### config.mk
export PLATFORM = sky130hd
export DESIGN_NAME = ttb_ctrl
export DESIGN_NICKNAME = d
export VERILOG_FILES = /design/src/rtl/triangle_tangent_bitangent_core_macros.svh /design/src/rtl/ttb_pkg.sv /design/src/rtl/ttb_ctrl.sv
export SDC_FILE = /design/constraint.sdc
export NUM_CORES = 1
export LEC_CHECK = 0
export ABC_AREA = 0
export BUFFER_PORTS_ARGS = -buffer_cell sky130_fd_sc_hd__buf_2
export CAP_MARGIN = 20
export CORE_UTILIZATION = 51
export CTS_CLUSTER_DIAMETER = 40
export CTS_CLUSTER_SIZE = 20
export DETAILED_ROUTE_END_ITERATION = 8
export PLACE_DENSITY_LB_ADDON = 0.15
export SYNTH_ARGS = -nofsm -noshare
export SYNTH_HDL_FRONTEND = slang
export SYNTH_SLANG_ARGS = --single-unit
### constraint.sdc
create_clock -name clk -period 4.4 [get_ports clk]
set_input_delay 0.88 -clock clk [delete_from_list [all_inputs] [get_ports clk]]
set_output_delay 0.88 -clock clk [all_outputs]
set_load 0.03 [all_outputs]
### src/rtl/triangle_tangent_bitangent_core_macros.svh
// assertion macros shared by the tangent basis core
// no dependencies; included by the top level only
`ifndef TRIANGLE_TANGENT_BITANGENT_CORE_MACROS_SVH
`define TRIANGLE_TANGENT_BITANGENT_CORE_MACROS_SVH

// same-cycle implication, checked out of reset
`define TTB_ASSERT_NOW(lbl, clk, rst_n, ante, cons) \
  lbl: assert property (@(posedge clk) disable iff (!rst_n) (ante) |-> (cons)) \
    else $error("ttb assertion failed");

// next-cycle implication, checked out of reset
`define TTB_ASSERT_NEXT(lbl, clk, rst_n, ante, cons) \
  lbl: assert property (@(posedge clk) disable iff (!rst_n) (ante) |=> (cons)) \
    else $error("ttb assertion failed");

`endif

### src/rtl/ttb_pkg.sv
// widths, types and control structs of the tangent basis core
// no dependencies
package ttb_pkg;

  localparam int COORD_W   = 32;
  localparam int FRAC_W    = 16;
  localparam int DELTA_W   = COORD_W + 1;
  localparam int PROD_W    = 2 * DELTA_W;
  localparam int NUM_W     = PROD_W + 1;
  localparam int SNUM_W    = NUM_W + FRAC_W;
  localparam int REM_W     = NUM_W + 1;
  localparam int DIV_CNT_W = $clog2(SNUM_W);
  localparam int RES_N     = 6;
  localparam int TERM_W    = 3;

  // term codes: determinant, then three tangent and three bitangent numerators
  localparam logic [TERM_W-1:0] TERM_DET  = 3'd0;
  localparam logic [TERM_W-1:0] TERM_TX   = 3'd1;
  localparam logic [TERM_W-1:0] TERM_TY   = 3'd2;
  localparam logic [TERM_W-1:0] TERM_TZ   = 3'd3;
  localparam logic [TERM_W-1:0] TERM_BX   = 3'd4;
  localparam logic [TERM_W-1:0] TERM_BY   = 3'd5;
  localparam logic [TERM_W-1:0] TERM_BZ   = 3'd6;

  typedef logic signed [COORD_W-1:0] coord_t;
  typedef logic signed [DELTA_W-1:0] delta_t;

  typedef struct packed {
    logic              wr_slot0;
    logic              wr_slot1;
    logic              wr_cur;
    logic              ld_delta;
    logic              mul_en;
    logic              mul_sel;
    logic              acc_ld;
    logic              acc_sub;
    logic              det_ld;
    logic              div_start;
    logic              res_wr;
    logic              out_load;
    logic [TERM_W-1:0] term;
  } cmd_t;

  typedef struct packed {
    logic det_zero;
    logic div_done;
  } stat_t;

endpackage

### src/rtl/ttb_ctrl.sv
// controller: vertex phase and the per-triangle compute sequence
// depends on ttb_pkg
module ttb_ctrl (
  input  logic           clk,
  input  logic           rst_n,
  input  logic           in_valid,
  input  logic           in_mesh_start,
  output logic           in_stall,
  input  logic           out_free,
  input  ttb_pkg::stat_t stat,
  output ttb_pkg::cmd_t  cmd
);
  import ttb_pkg::*;

  localparam logic [3:0] S_IDLE  = 4'd0;
  localparam logic [3:0] S_DELTA = 4'd1;
  localparam logic [3:0] S_MUL0  = 4'd2;
  localparam logic [3:0] S_MUL1  = 4'd3;
  localparam logic [3:0] S_ACC   = 4'd4;
  localparam logic [3:0] S_CHK   = 4'd5;
  localparam logic [3:0] S_DIVGO = 4'd6;
  localparam logic [3:0] S_DIVW  = 4'd7;
  localparam logic [3:0] S_OUT   = 4'd8;

  localparam logic [1:0] PH_V0 = 2'd0;
  localparam logic [1:0] PH_V1 = 2'd1;
  localparam logic [1:0] PH_V2 = 2'd2;

  logic [3:0]        state_r, state_nxt;
  logic [1:0]        phase_r, phase_nxt;
  logic [TERM_W-1:0] term_r, term_nxt;
  logic [1:0]        eff_phase;
  logic              accept;

  assign in_stall = (state_r != S_IDLE);
  assign accept   = in_valid && !in_stall;

  // restart or unused phase code starts a triangle
  assign eff_phase = (in_mesh_start || phase_r == 2'd3) ? PH_V0 : phase_r;

  always_comb begin
    state_nxt = state_r;
    phase_nxt = phase_r;
    term_nxt  = term_r;
    cmd       = '0;
    cmd.term  = term_r;
    unique case (state_r)
      S_IDLE: begin
        if (accept) begin
          unique case (eff_phase)
            PH_V0: begin
              cmd.wr_slot0 = 1'b1;
              phase_nxt    = PH_V1;
            end
            PH_V1: begin
              cmd.wr_slot1 = 1'b1;
              phase_nxt    = PH_V2;
            end
            default: begin
              cmd.wr_cur = 1'b1;
              phase_nxt  = PH_V0;
              state_nxt  = S_DELTA;
            end
          endcase
        end
      end
      S_DELTA: begin
        cmd.ld_delta = 1'b1;
        term_nxt     = TERM_DET;
        state_nxt    = S_MUL0;
      end
      S_MUL0: begin
        cmd.mul_en = 1'b1;
        state_nxt  = S_MUL1;
      end
      S_MUL1: begin
        cmd.mul_en  = 1'b1;
        cmd.mul_sel = 1'b1;
        cmd.acc_ld  = 1'b1;
        state_nxt   = S_ACC;
      end
      S_ACC: begin
        if (term_r == TERM_DET) begin
          cmd.det_ld = 1'b1;
          state_nxt  = S_CHK;
        end else begin
          cmd.acc_sub = 1'b1;
          state_nxt   = S_DIVGO;
        end
      end
      S_CHK: begin
        if (stat.det_zero) begin
          state_nxt = S_OUT;
        end else begin
          term_nxt  = TERM_TX;
          state_nxt = S_MUL0;
        end
      end
      S_DIVGO: begin
        cmd.div_start = 1'b1;
        state_nxt     = S_DIVW;
      end
      S_DIVW: begin
        if (stat.div_done) begin
          cmd.res_wr = 1'b1;
          if (term_r == TERM_BZ) begin
            state_nxt = S_OUT;
          end else begin
            term_nxt  = term_r + 1'b1;
            state_nxt = S_MUL0;
          end
        end
      end
      S_OUT: begin
        if (out_free) begin
          cmd.out_load = 1'b1;
          state_nxt    = S_IDLE;
        end
      end
      default: state_nxt = S_IDLE;
    endcase
  end

  always_ff @(posedge clk) begin
    if (!rst_n) begin
      state_r <= S_IDLE;
      phase_r <= PH_V0;
      term_r  <= TERM_DET;
    end else begin
      state_r <= state_nxt;
      phase_r <= phase_nxt;
      term_r  <= term_nxt;
    end
  end

endmodule

==> results_dict.tcl, run 1 <==
set metrics [dict create \
    status "finished, final reports clean" \
    synth_nets 95 \
    path_class "flop to primary output" \
    synth_seq_area_share_pct 26.62 \
    fill_cells 104 \
    fin_nets 116 \
    die_w_microns 38.43 \
    yosys-top-cells-count "nand2_1, dfxtp_1, a21oi_1, inv_1" \
    p_total_uw 249.9 \
    yosysMostFrequentCell "nand2_1" \
    area.growth.synth_to_final_pct 17.74 \
    grt_use_total_pct 23.06 \
    post-place-ws_ns 1.934 \
    slew_headroom_pct 63.16 \
    drv_slew 0 \
    critPathMaxStageDelay_ns 0.35 \
    drt-total-wl_microns 1472 \
    ys_top_cells_by_area "dfxtp_1, ha_1, nand2_1" \
    finalSetupViolCount 0 \
    worstPathMaxFanout 5 \
    path_delay_family "simple AND/OR/NAND/NOR gates" \
    vias_per_cell 5.731 \
    syn_inst 85 \
    post-cts-setup-buffer-count 0 \
    rows 12 \
    drive_gt1_share_pct 27.62 \
    synth_top_area_share_pct 26.62 \
    grt_antenna_before_repair 0 \
    netlist-cell-type-count 36 \
    grt_pass1_wl_microns 2366 \
    ir_drop_v 0.0002400 \
    finalHoldViolations 0 \
    maxCapViolations 0 \
    worstPathRequired_ns 3.52 \
    crit_buf_inv 2 \
    rsz0062_at_grt "no" \
    ys_seq_elements 9 \
    place_hpwl_microns 1016 \
    cts_buffer_depth 2 \
    clk_latency_ns 0.27 \
    grt_max_degree 18 \
    clkSinkCount 9 \
    fin_crit_sh_pct 58.18 \
    synth_edf_count 0 \
    wl_per_cell_microns 12.37 \
    syn_area_sq_um 676.9 \
    tritoncts "done" \
    vias 682 \
    async_flop_share_pct 0 \
    cts_resized 0 \
    hold_buffers 0 \
    path_clk_slew_ns 0.07 \
    whs_ns 0.5243 \
    ys_warn_count 0 \
    period_minus_slack_ns 2.560 \
    core_area_sq_um 1171 \
    n_antenna_cell 0 \
    die_y_microns 38.43 \
    setup_tns_ns 0 \
    p_leak_nw 0.3751 \
    die_area_sq_um 1477 \
    drtAntennaViolNets 0 \
    top_level_ports 23 \
    layout_setup_ws_ns 1.840 \
    synth_largest_area_cell "dfxtp_1" \
    io_buffers 22 \
    grt_pass1_vias 517 \
    drtIter0Drc 33 \
    drcViolationCount 0 \
    worstPathArrival_ns 1.68 \
    start_kind "flop" \
    syn_avg_cell_area_sq_um 7.964 \
    place_congestion 0.7994 \
    power_density_nw_per_um2 313.6 \
    initial_core_util_pct 57.80 \
    drtPass1Iterations 4 \
    fmax_ghz 0.3906 \
    synth-main-ff-cell "dfxtp_1" \
    worstHoldPathType "flop to flop" \
    h-tree-depth 1 \
    gr-total-overflow 0 \
    path_cells "inv_1, ha_1, nor2b_1, nor4b_1, buf_2" \
    tightest_slew_ns 0.5518 \
    root_buffer "clkbuf_4" \
    cts_made_buffers 3 \
    cpMaxStageDelayCell "dfxtp_1" \
    endpoint_kind "primary output" \
    skew_ns 0.003878 \
]
-- cell usage in the layout, fill, tap and decap left out, types with 4 or more instances in the layout --
| cell | netlist | routed |
|---|---|---|
| buf_2 | 3 | 22 |
| nand2_1 | 10 | 10 |
| dfxtp_1 | 9 | 9 |
| inv_1 | 5 | 5 |
| a21oi_1 | 5 | 5 |
| nor2_1 | 4 | 4 |
| nand3_1 | 4 | 4 |
-- path summary, 6_finish.rpt --
path / end / startpoint / cells past startpoint / slack [ns]
setup reg to reg: term_r[2] / term_r[0] / 6 / 2.82
hold reg to reg: phase_r[1] / phase_r[1] / 2 / 0.52
hold / removal: phase_r[1] / phase_r[1] / 2 / 0.52
setup / recovery: cmd[6] / term_r[0] / 5 / 1.84
-- logic make-up after synthesis --
group	after synthesis	synth area share, %
muxes	2	2.958
xor gates and xnor gates	1	1.294
buffers and inverters	11	7.762
DFF	9	26.62
AOI/OAI and AO/OA	16	17.93
and+or+nand+nor	43	37.89
adders and majority gates	3	5.546
-- routing by layer --
layer | part of all wire (%) | track usage [%] | vias to the layer above
met3 | 5.6 | 5.233 | 2
met1 | 48 | 32.86 | 309
met2 | 46 | 33.90 | 27
li1 | - | - | 344
met5 | 0 | 0 | -
met4 | 0.75 | 7.759 | 0
-- state kept, by name, indices dropped and copies added (netlist names) --
signal	flops
term_r	3
phase_r	2
state_r	4
-- metrics by stage --
| step | area, sq um | std cells | utilization [%] |
|---|---|---|---|
| CTS | 797.0 | 119 | 68.06 |
| global placement | 770.7 | 115 | 65.81 |
| detailed placement | 770.7 | 115 | 65.81 |
| global route | 797.0 | 119 | 68.06 |
| finish | 797.0 | 119 | 68.06 |
| floorplan | 676.9 | 85 | - |
-- report_power, final --
part / switching, mW / internal, mW / leakage, nW
combinational: 0.0491 / 0.0290 / 0.287
clock: 0.0328 / 0.0351 / 0.0150
sequential: 0.0166 / 0.0873 / 0.0729
total: 0.0985 / 0.151 / 0.375
-- layout make-up --
cell class	count	area, sq um	share of cell area (%)
inverters	5	18.77	2.355
clock buffers	4	26.28	3.297
repair buffers	22	110.1	13.81
multi-input cells	65	444.2	55.73
flip-flops and latches	9	180.2	22.61
well taps	14	17.52	2.198
-- tightest hold or removal path, cell delays in order, from the launching register on --
cell and delay (ns):
dfxtp_1 0.35, nand2_1 0.07, a21boi_1 0.05
(Power assumes the default switching activity.)
==> inputs of run 2 (changes only) <==
--- a/config.mk
+++ b/config.mk
@@ -8,7 +8,7 @@
 export ABC_AREA = 0
 export BUFFER_PORTS_ARGS = -buffer_cell sky130_fd_sc_hd__buf_2
 export CAP_MARGIN = 20
-export CORE_UTILIZATION = 51
+export CORE_UTILIZATION = 43
 export CTS_CLUSTER_DIAMETER = 40
 export CTS_CLUSTER_SIZE = 20
 export DETAILED_ROUTE_END_ITERATION = 8
==> constraint.sdc (replaced) <==
create_clock -name clk -period 2.24 [get_ports clk]
set_input_delay 0.448 -clock clk [delete_from_list [all_inputs] [get_ports clk]]
set_output_delay 0.448 -clock clk [all_outputs]
set_load 0.03 [all_outputs]
==> run 2 against run 1 <==
Total power grew 100%. Highest routed layer unchanged. Sequential share of layout area shrank 0.64 points. First-iteration DRC count shrank 48%. Utilization down 8.3 points. Largest cell class unchanged. Routed wire length grew 5.0%.
==> results_dict.tcl, run 2 (synthesis gave the netlist of run 1 again) <==
set metrics [dict create \
    drtIter0Drc 17 \
    endpoint_kind "primary output" \
    worstPathArrival_ns 1.68 \
    grt_use_total_pct 18.90 \
    path_class "flop to primary output" \
    place_congestion 0.8023 \
    drtPass1Iterations 4 \
    root_buffer "clkbuf_4" \
    path_delay_family "flip-flops" \
    rsz0062_at_grt "no" \
    final_cell_mix "buf_2, nand2_1, dfxtp_1" \
    p_total_uw 505.0 \
    r2r-start "state_r[1]" \
    finalSetupViolCount 0 \
    clkSinkCount 9 \
    crit_buf_inv 1 \
    status "finished, final reports clean" \
    cpMaxStageDelayCell "dfxtp_1" \
    drive_gt1_share_pct 31.43 \
    r2r_cells 4 \
    skew_ns 0.001458 \
    ir_drop_v 0.0003910 \
    gr-total-overflow 0 \
    initial_core_util_pct 48.96 \
    drt-total-wl_microns 1546 \
    core_area_sq_um 1383 \
    maxCapViolations 0 \
    worstPathMaxFanout 17 \
    critPathMaxStageDelay_ns 0.70 \
    clk_latency_ns 0.27 \
    vias_per_cell 5.683 \
    fin_crit_sh_pct 95.01 \
    slew_headroom_pct 59.87 \
    crit_end "cmd[4]" \
    hold_start "rst_n" \
    area.growth.synth_to_final_pct 22.00 \
    design_area_sq_um 825.8 \
    n_antenna_cell 0 \
    reg2reg_to "state_r[3]" \
    p_leak_nw 0.3890 \
    finalHoldViolations 0 \
    period_minus_slack_ns 2.128 \
    fill_cells 135 \
    drtAntennaViolNets 0 \
    cp_num_cells 3 \
    top_level_ports 23 \
    h-tree-depth 1 \
    wl_per_cell_microns 12.88 \
    cts_made_buffers 3 \
    fin_util_pct 59.73 \
    regArea_sq_um 181.4 \
    top_regs "state_r (4), term_r (3), phase_r (2)" \
    setup_tns_ns 0 \
    grt_max_degree 18 \
    start_kind "flop" \
    drv_slew 0 \
    multi_input_area_sq_um 470.5 \
    power_density_nw_per_um2 611.5 \
    hold_buffers 0 \
    cp-startpoint "state_r[1]" \
    die_w_microns 41.68 \
    drcViolationCount 0 \
    die_y_microns 41.68 \
    grt_pass1_wl_microns 2504 \
    grt_pass1_vias 563 \
    vias 682 \
    regMostFlops "state_r" \
    grt_antenna_before_repair 0 \
    place_hpwl_microns 1125 \
    tightest_slew_ns 0.6012 \
    tritoncts "done" \
    worstHoldPathType "input port to flop" \
    rows 13 \
    cts_buffer_depth 2 \
    fin_nets 116 \
    worstPathRequired_ns 1.79 \
    fmax_ghz 0.4699 \
    r2r_setup_slack_ns 0.66 \
    path_clk_slew_ns 0.06 \
    final_common_cell "buf_2" \
    die_area_sq_um 1737 \
    largest_reg_flops 4 \
    place_area_sq_um 789.5 \
    io_buffers 22 \
    path_cells "and4b_4, and2_1, buf_2" \
]
-- run 2: area by class of cell --
| cell class | instances | share of cell area [%] |
|---|---|---|
| Clock buffer | 4 | 3.182 |
| Inverter | 5 | 2.273 |
| Multi-Input combinational cell | 65 | 56.97 |
| Sequential cell | 9 | 21.97 |
| Tap cell | 15 | 2.273 |
| Timing Repair Buffer | 22 | 13.33 |
-- run 2: worst min path at each step --
| stage | end | slack, ns | cells after the start |
|---|---|---|---|
| floorplan | phase_r[1] | 0.48 | 2 |
| finish | state_r[0] | 0.50 | 2 |
| global placement | phase_r[1] | 0.50 | 2 |
| detailed placement | term_r[0] | 0.50 | 2 |
| global route | state_r[0] | 0.52 | 2 |
| CTS | state_r[0] | 0.51 | 2 |
-- run 2: timing repair --
item                       CTS  global route
gates resized for setup      0             2
setup endpoints to repair    0             2
buffers inserted             0             0
-- run 2: per-stage QoR --
stage / hold slack, ns / setup WS [ns] / instances
after detailed placement: 0.5029 / 0.3768 / 116
after global routing: 0.5236 / 0.02365 / 120
after floorplan: 0.4799 / 0.04973 / 85
after global placement: 0.4951 / 0.4115 / 116
final: 0.5049 / 0.1118 / 120
after CTS: 0.5058 / 0.07095 / 120
-- run 2: routing by layer --
metal	share of wire, %	GRT usage (%)
met1	48	25.27
met4	4.0	14.19
met2	43	25.94
met3	5.0	4.348
met5	0	0
-- run 2: power breakdown --
part / total (mW) / internal (mW) / leakage [nW] / switching, mW
Sequential: 0.208 / 0.172 / 0.0734 / 0.0364
Clock: 0.133 / 0.0691 / 0.0150 / 0.0639
Combinational: 0.164 / 0.0636 / 0.301 / 0.100
Total: 0.505 / 0.305 / 0.389 / 0.200
==> inputs of run 3 (changes only) <==
--- a/config.mk
+++ b/config.mk
@@ -13,6 +13,7 @@
 export CTS_CLUSTER_SIZE = 20
 export DETAILED_ROUTE_END_ITERATION = 8
 export PLACE_DENSITY_LB_ADDON = 0.15
+export RECOVER_POWER = 25
 export SYNTH_ARGS = -nofsm -noshare
 export SYNTH_HDL_FRONTEND = slang
 export SYNTH_SLANG_ARGS = --single-unit
==> run 3 against run 2 <==
Via count is 0.29% lower. Hold slack worse by 0.0014 ns. Total power hardly changed. Routed wire length is 0.97% lower. Fmax is 0.25% higher. Clock skew is 0.00074 ns higher. Final area is 0.45% lower. Count of clock-buffer cells in the layout stayed put. Non-clock buffer count stayed put. Utilization is 0.27 points lower. Clock power hardly changed. Largest power group unchanged.
==> results_dict.tcl, run 3 (synthesis gave the netlist of run 1 again) <==
set metrics [dict create \
    status "finished, final reports clean" \
    grt_pass1_vias 563 \
    multi_input_area_sq_um 470.5 \
    area.growth.synth_to_final_pct 21.44 \
    h-tree-depth 1 \
    drcViolationCount 0 \
    finalHoldViolations 0 \
    path_clk_slew_ns 0.06 \
    die_y_microns 41.68 \
    grt_antenna_before_repair 0 \
    wl_met2_microns 667 \
    drtIter0Drc 18 \
    period_minus_slack_ns 2.123 \
    n_antenna_cell 0 \
    worstPathArrival_ns 1.68 \
    p_int_uw 304.7 \
    hold_start "rst_n" \
    worstPathMaxFanout 17 \
    tritoncts "done" \
    layout_setup_ws_ns 0.1170 \
    fin_nets 116 \
    place_hpwl_microns 1125 \
    finalSetupViolCount 0 \
    worstHoldPathType "input port to flop" \
    r2r_setup_slack_ns 0.66 \
    top_layer "met4" \
    slew_headroom_pct 60.01 \
    root_buffer "clkbuf_4" \
    path_cells "and4b_4, and2_1, buf_2" \
    initial_core_util_pct 48.96 \
    whs_ns 0.5034 \
    numPlacedInstances 116 \
    final_cell_mix "buf_2, nand2_1, dfxtp_1" \
    r2r-start "state_r[1]" \
    grt_pass1_wl_microns 2504 \
    cts_made_buffers 3 \
    drt-total-wl_microns 1531 \
    drtPass1Iterations 4 \
    met3_length_microns 113 \
    grt_max_degree 18 \
    pwr-share-seq_pct 41.2 \
    r2r_cells 4 \
    fill_cells 135 \
    pwr-share-clk_pct 26.4 \
    clkSinkCount 9 \
    path_class "flop to primary output" \
    skew_ns 0.002195 \
    vias 680 \
    top_regs "state_r (4), term_r (3), phase_r (2)" \
    fin_util_pct 59.46 \
    swShare_pct 39.62 \
    regArea_sq_um 181.4 \
    cts_buffer_depth 2 \
    gr-total-overflow 0 \
    post-place-ws_ns 0.3768 \
    maxCapViolations 0 \
    drive_gt1_share_pct 28.57 \
    vias_per_cell 5.667 \
    cp-startpoint "state_r[1]" \
    hold_depth 2 \
    tightest_slew_ns 0.5990 \
    p_leak_nw 0.3758 \
    grt_use_total_pct 18.90 \
    wl_per_cell_microns 12.76 \
    setup_tns_ns 0 \
    clk_latency_ns 0.27 \
    start_kind "flop" \
    place_congestion 0.8023 \
    critPathMaxStageDelay_ns 0.70 \
    fin_cells 120 \
    cpMaxStageDelayCell "dfxtp_1" \
    io_buffers 22 \
    fin_crit_sh_pct 94.78 \
    wl_met1_microns 694 \
    top_level_ports 23 \
    final_common_cell "buf_2" \
    fmax_ghz 0.4710 \
    regMostFlops "state_r" \
    p_total_uw 504.6 \
    drv_slew 0 \
    design_area_sq_um 822.0 \
    die_w_microns 41.68 \
    ir_drop_v 0.0003909 \
    core_area_sq_um 1383 \
    largest_reg_flops 4 \
    die_area_sq_um 1737 \
    drtAntennaViolNets 0 \
    rows 13 \
    power_frac_comb_pct 32.3 \
    place_area_sq_um 789.5 \
    worstPathRequired_ns 1.79 \
    p_switching_uw 199.9 \
    rsz0062_at_grt "no" \
    power_density_nw_per_um2 613.9 \
    endpoint_kind "primary output" \
]
## run 3: changes by cell type in the layout (fill, tap and decap cells not counted), sizes merged
| cell | change |
|---|---|
| clkbuf | +3 |
| buf | -3 |
## run 3: final timing paths
check                    end
hold / removal    state_r[0]
hold reg to reg    term_r[1]
setup / recovery      cmd[4]
setup reg to reg  state_r[3]
## run 3: cell type report
cell class	count	area share, %
Multi-Input combinational cell	65	57.23
Tap cell	15	2.283
Timing Repair Buffer	22	12.94
Sequential cell	9	22.07
Clock buffer	4	3.196
Inverter	5	2.283
## run 3: repair_timing
item,in CTS,in global routing
gates resized for setup,0,2
hold buffers,0,0
endpoints found under the setup margin,0,2
setup buffers,0,0
## run 3: worst max-delay path: cells and delay by family, from the launching register on
family	cells	cell delay, ns
DFF	1	0.70
and+or+nand+nor	2	0.51
buffers and inverters	1	0.19
## run 3: power groups by stage
stage / clock network (mW) / registers (mW) / logic (mW)
2_1_floorplan: 0 / 0.185 / 0.144
3_3_place_gp: 0 / 0.207 / 0.156
3_5_place_dp: 0 / 0.208 / 0.158
4_1_cts: 0.136 / 0.204 / 0.159
5_1_grt: 0.141 / 0.211 / 0.177
6_report: 0.133 / 0.208 / 0.163
## run 3: per-layer routing
| layer | track usage (%) | vias to the layer above |
|---|---|---|
| met5 | 0 | - |
| met4 | 14.19 | 0 |
| met3 | 4.348 | 7 |
| met2 | 25.94 | 33 |
| met1 | 25.27 | 293 |
| li1 | - | 347 |
